==> src/bme_pkg.sv <==
// Shared types and constants for the binary morphology engine.
// Used by every module of the block but the image memory; depends on nothing else.
`default_nettype none

package bme_pkg;

    // Default image memory size and fixed field widths.
    localparam int MaxWidthDef  = 256;
    localparam int MaxHeightDef = 256;
    localparam int MaxElement   = 7;
    localparam int MaskStride   = 7;
    localparam int MaskW        = 49;
    localparam int SizeW        = 9;
    localparam int ElemW        = 3;
    localparam int PixW         = 8;
    localparam int CoordW       = 10;
    localparam int CfgIdxW      = 3;
    localparam int SizeMax      = 511;

    // Configuration register indexes.
    localparam logic [CfgIdxW-1:0] CfgMode     = 3'd0;
    localparam logic [CfgIdxW-1:0] CfgImgW     = 3'd1;
    localparam logic [CfgIdxW-1:0] CfgImgH     = 3'd2;
    localparam logic [CfgIdxW-1:0] CfgElemW    = 3'd3;
    localparam logic [CfgIdxW-1:0] CfgElemH    = 3'd4;
    localparam logic [CfgIdxW-1:0] CfgElemMask = 3'd5;

    // Operation and mode codes.
    localparam logic OpLoad     = 1'b0;
    localparam logic OpQuery    = 1'b1;
    localparam logic ModeDilate = 1'b0;
    localparam logic ModeErode  = 1'b1;

    // Pixel constants.
    localparam logic [PixW-1:0] GreyThreshold = 8'd128;
    localparam logic [PixW-1:0] White         = 8'd255;
    localparam logic [PixW-1:0] Black         = 8'd0;

    typedef logic signed [CoordW-1:0] t_coord;

    typedef struct packed {
        logic            opcode;
        logic [PixW-1:0] row;
        logic [PixW-1:0] col;
        logic [PixW-1:0] grey;
    } t_in_item;

    typedef struct packed {
        logic [PixW-1:0] out_row;
        logic [PixW-1:0] out_col;
        logic [PixW-1:0] out_value;
        logic            out_of_range;
    } t_out_item;

    // Effective configuration, already clamped to the memory size.
    typedef struct packed {
        logic             mode;
        logic [SizeW-1:0] img_w;
        logic [SizeW-1:0] img_h;
        logic [ElemW-1:0] elem_w;
        logic [ElemW-1:0] elem_h;
        logic [MaskW-1:0] mask;
    } t_cfg;

    typedef enum logic [2:0] {
        S_IDLE,
        S_LOAD_WR,
        S_ISSUE,
        S_DRAIN,
        S_DONE
    } t_state;

endpackage

`default_nettype wire

==> src/bme_cfg_regs.sv <==
// Configuration register file of the binary morphology engine.
// Depends on bme_pkg for register indexes and the t_cfg type.
`default_nettype none

module bme_cfg_regs #(
    parameter int MaxWidth  = bme_pkg::MaxWidthDef,
    parameter int MaxHeight = bme_pkg::MaxHeightDef
) (
    input  wire logic                         i_clk,
    input  wire logic                         i_rst_n,
    input  wire logic                         i_valid,
    output logic                              o_ready,
    input  wire logic [bme_pkg::CfgIdxW-1:0]  i_index,
    input  wire logic [bme_pkg::MaskW-1:0]    i_data,
    output bme_pkg::t_cfg                     o_cfg
);

    localparam int WLim = (MaxWidth > bme_pkg::SizeMax) ? bme_pkg::SizeMax : MaxWidth;
    localparam int HLim = (MaxHeight > bme_pkg::SizeMax) ? bme_pkg::SizeMax : MaxHeight;
    localparam logic [bme_pkg::SizeW-1:0] WLimV = bme_pkg::SizeW'(WLim);
    localparam logic [bme_pkg::SizeW-1:0] HLimV = bme_pkg::SizeW'(HLim);
    localparam logic [bme_pkg::ElemW-1:0] ELimV = bme_pkg::ElemW'(bme_pkg::MaxElement);

    logic                         r_mode;
    logic [bme_pkg::SizeW-1:0]    r_img_w;
    logic [bme_pkg::SizeW-1:0]    r_img_h;
    logic [bme_pkg::ElemW-1:0]    r_elem_w;
    logic [bme_pkg::ElemW-1:0]    r_elem_h;
    logic [bme_pkg::MaskW-1:0]    r_mask;

    // Writes are taken in any cycle.
    assign o_ready = 1'b1;

    // Register writes; an unknown index is dropped.
    always_ff @(posedge i_clk) begin
        if (!i_rst_n) begin
            r_mode   <= bme_pkg::ModeDilate;
            r_img_w  <= 9'd256;
            r_img_h  <= 9'd256;
            r_elem_w <= 3'd3;
            r_elem_h <= 3'd3;
            r_mask   <= 49'd511;
        end else if (i_valid) begin
            case (i_index)
                bme_pkg::CfgMode:     r_mode   <= i_data[0];
                bme_pkg::CfgImgW:     r_img_w  <= i_data[bme_pkg::SizeW-1:0];
                bme_pkg::CfgImgH:     r_img_h  <= i_data[bme_pkg::SizeW-1:0];
                bme_pkg::CfgElemW:    r_elem_w <= i_data[bme_pkg::ElemW-1:0];
                bme_pkg::CfgElemH:    r_elem_h <= i_data[bme_pkg::ElemW-1:0];
                bme_pkg::CfgElemMask: r_mask   <= i_data;
                default: ;
            endcase
        end
    end

    // Clamp sizes to what the memory and the element window hold.
    always_comb begin
        o_cfg.mode   = r_mode;
        o_cfg.img_w  = (r_img_w > WLimV) ? WLimV : r_img_w;
        o_cfg.img_h  = (r_img_h > HLimV) ? HLimV : r_img_h;
        o_cfg.elem_w = (r_elem_w > ELimV) ? ELimV : r_elem_w;
        o_cfg.elem_h = (r_elem_h > ELimV) ? ELimV : r_elem_h;
        o_cfg.mask   = r_mask;
    end

endmodule

`default_nettype wire

==> config.mk <==
export PLATFORM = sky130hd
export DESIGN_NAME = bme_cfg_regs
export DESIGN_NICKNAME = d
export VERILOG_FILES = /design/src/bme_pkg.sv /design/src/bme_cfg_regs.sv
export SDC_FILE = /design/constraint.sdc
export NUM_CORES = 1
export LEC_CHECK = 0
export BUFFER_PORTS_ARGS = -buffer_cell sky130_fd_sc_hd__buf_2
export CORE_MARGIN = 2
export CORE_UTILIZATION = 51
export DETAILED_ROUTE_END_ITERATION = 8
export PLACE_DENSITY = 0.82
export SYNTH_ARGS = -nofsm -noshare
export SYNTH_HDL_FRONTEND = slang
export SYNTH_SLANG_ARGS = --single-unit
export TNS_END_PERCENT = 30
==> constraint.sdc <==
create_clock -name i_clk -period 2.9 [get_ports i_clk]
set_input_delay 0.145 -clock i_clk [delete_from_list [all_inputs] [get_ports i_clk]]
set_output_delay 0.145 -clock i_clk [all_outputs]
set_load 0.05 [all_outputs]
==> reports/metrics.yaml <==
yosys:
  ys_warn_count: 0
  synth_area_leaders: "dfxtp_1, mux2i_1, nand2_1"
  synth_area_um2: 3100
  ys_types: 14
  synthCells: 334
  syn-num-nets: 389
  ys_seq_area_share_pct: 47.7
  synth.ff_latch_count: 74
  syn_avg_cell_area_um2: 9.29
  synth.top_cell.area_share_pct: 47.7
  synth_top_cell_by_area: "dfxtp_1"
setup_path:
  r2r_start: "r_img_w[8]"
  required_ns: 3.15
  critPathSlowestCell: "and4b_2"
  reg2reg_to: "r_img_w[8]"
  reg2regPathDepth: 2
  crit_arrival_ns: 1.73
  worst-path-buf-inv: 2
  cp_max_fo: 25
  r2r_slack_ns: 2.06
  cpLargestDelayFamily: "simple AND/OR/NAND/NOR gates"
  max_stage_delay_ns: 0.84
  critical_path.startpoint_type: "input pin"
  crit_path_cell_trace: "buf_2 -> and4b_2 -> buf_4 -> mux2i_1"
  crit_type: "input pin to flip-flop"
  endpoint_kind: "flip-flop"
  cp_num_cells: 4
timing:
  slew_violations: 0
  period_share_pct: 51.0
  hold_viol: 0
  grt_setup_unrepaired: "no"
  setup_viol: 0
  worst_pin_slew_ns: 0.882
  skew_ns: 0
  tns_ns: 0
  slew_headroom_pct: 41.2
  min_period_ns: 1.48
  clock.fmax_ghz: 0.677
clocking:
  clk_pin_slew_ns: 0.07
  cts_sinks: 74
  post-cts-setup-buffers: 0
  cts_made_buffers: 9
  cts_tree: "yes"
  insertion_delay_ns: 0.33
  htree_levels: 3
  cts_resized: 0
  cts_root_buf: "clkbuf_8"
  clockBufferDepth: 2
  cts-hold-fix-buffers: 0
place:
  dp_cells: 509
  gp_congestion: 0.712
  portBuffers: 128
  dp_hpwl_um: 4590
finish:
  layout_common_cells: "buf_2, nand2_1, mux2i_1, dfxtp_1, nor2b_1"
  final_util_pct: 65.8
  instances_no_fill: 523
  drive_above_1_share_pct: 33.0
  area_delta_synth_final_pct: 24.7
  final_common_cell: "buf_2"
  antenna-diode-count: 0
  nets: 500
drt:
  firstDrtPassIters: 4
  viasPerCell: 4.78
  vias: 2502
  wl_um: 6550
  ant_nets: 0
  drc: 0
  avgRoutedWirePerCell_um: 12.5
  first_iter_violations: 76
hold_path:
  min_from: "i_data[11]"
  hold_path_depth: 3
  min_to: "r_mask[11]"
  hold_class: "input pin to flip-flop"
die:
  ios: 130
  initial_core_util_pct: 52.7
  core_area_um2: 5890
  die_w_um: 82
  die_y_um: 82
  die_area_um2: 6720
  row_count: 28
power_and_ir_drop:
  power_density_nw_per_um2: 500
  ir_drop_mv: 0.273
  p_leak_nw: 1.78
outcome:
  status: "finished clean"
global_routing:
  antenna_found_initial: 0
  grt_first_pass_wirelength_um: 10000
  grt_max_degree: 106
  grt-ovfl-total: 0
  grt_usage_pct: 19.4
  first_global_vias: 2278
job:
  drv_cap: 0
power breakdown:
part	total [mW]	internal (mW)	leakage [nW]	switching, mW
clock network	0.661	0.318	0.0875	0.342
registers	1.05	1.04	0.599	0.0121
logic	0.224	0.0780	1.09	0.146
final cells by class:
| cell class | instances | area (um2) |
|---|---|---|
| well taps | 75 | 93.8 |
| multi-input cells | 228 | 1460 |
| clock buffers | 10 | 138 |
| repair buffers | 132 | 673 |
| flip-flops and latches | 74 | 1480 |
| clock inverters | 4 | 20.0 |
| fillers | 506 | 2020 |
synth_stat cells:
cell type	instances
nand2_1	107
dfxtp_1	74
mux2i_1	74
nor2b_1	40
clkbuf_1	21
buf_4	5
buf_2	3
buf_6	3
nand4bb_1	2
and4b_1	1
conb_1	1
nand4b_1	1
nor4b_1	1
nor4bb_1	1
cells by family (layout without fill, tap and decap cells):
kind of cell / after synthesis / after routing / share of synthesized area, %
DFF: 74 / 74 / 47.7
other: 1 / 1 / 0.121
buffers and inverters: 32 / 146 / 5.32
and+or+nand+nor: 153 / 153 / 22.9
muxes: 74 / 74 / 23.9
metal layers:
metal  vias up  part of all wire (%)  routed length (um)  global-route usage, %
li1       1283                     -                   -                      -
met1      1131                    43                2800                   22.1
met2        82                    49                3190                   34.0
met3         6                   7.7                 504                   6.48
met4         0                  0.83                  54                   6.50
met5         -                     0                   0                      0
tightest hold or removal path: stages:
cell	delay, ns
buf_2	0.09
nand2_1	0.04
mux2i_1	0.06
how the worst max path moves through the flow:
stage	end	startpoint	slack, ns
after global routing	r_mask[24]	i_index[1]	1.34
after CTS	r_mask[24]	i_index[1]	1.45
after floorplan	o_cfg[55]	r_img_h[8]	1.68
after detailed placement	r_mask[24]	i_index[1]	1.08
final	r_mask[24]	i_index[1]	1.42
after global placement	r_mask[26]	i_index[1]	1.16
flip-flops by register name, summed over array words and instances, names as in the netlist:
name and cells:
r_mask 49, r_img_h 9, r_img_w 9, r_elem_h 3, r_elem_w 3, r_mode 1
per-stage QoR:
stage	setup slack (ns)	area [um2]	hold slack [ns]	power (mW)
floorplan	1.68	3100	0.287	1.23
global placement	1.16	3710	0.392	1.29
detailed placement	1.08	3710	0.401	1.30
CTS	1.45	3870	0.0424	1.96
global route	1.34	3870	0.0413	2.01
finish	1.42	3870	0.0527	1.93
Note: power is estimated with default switching activity, not from simulation.
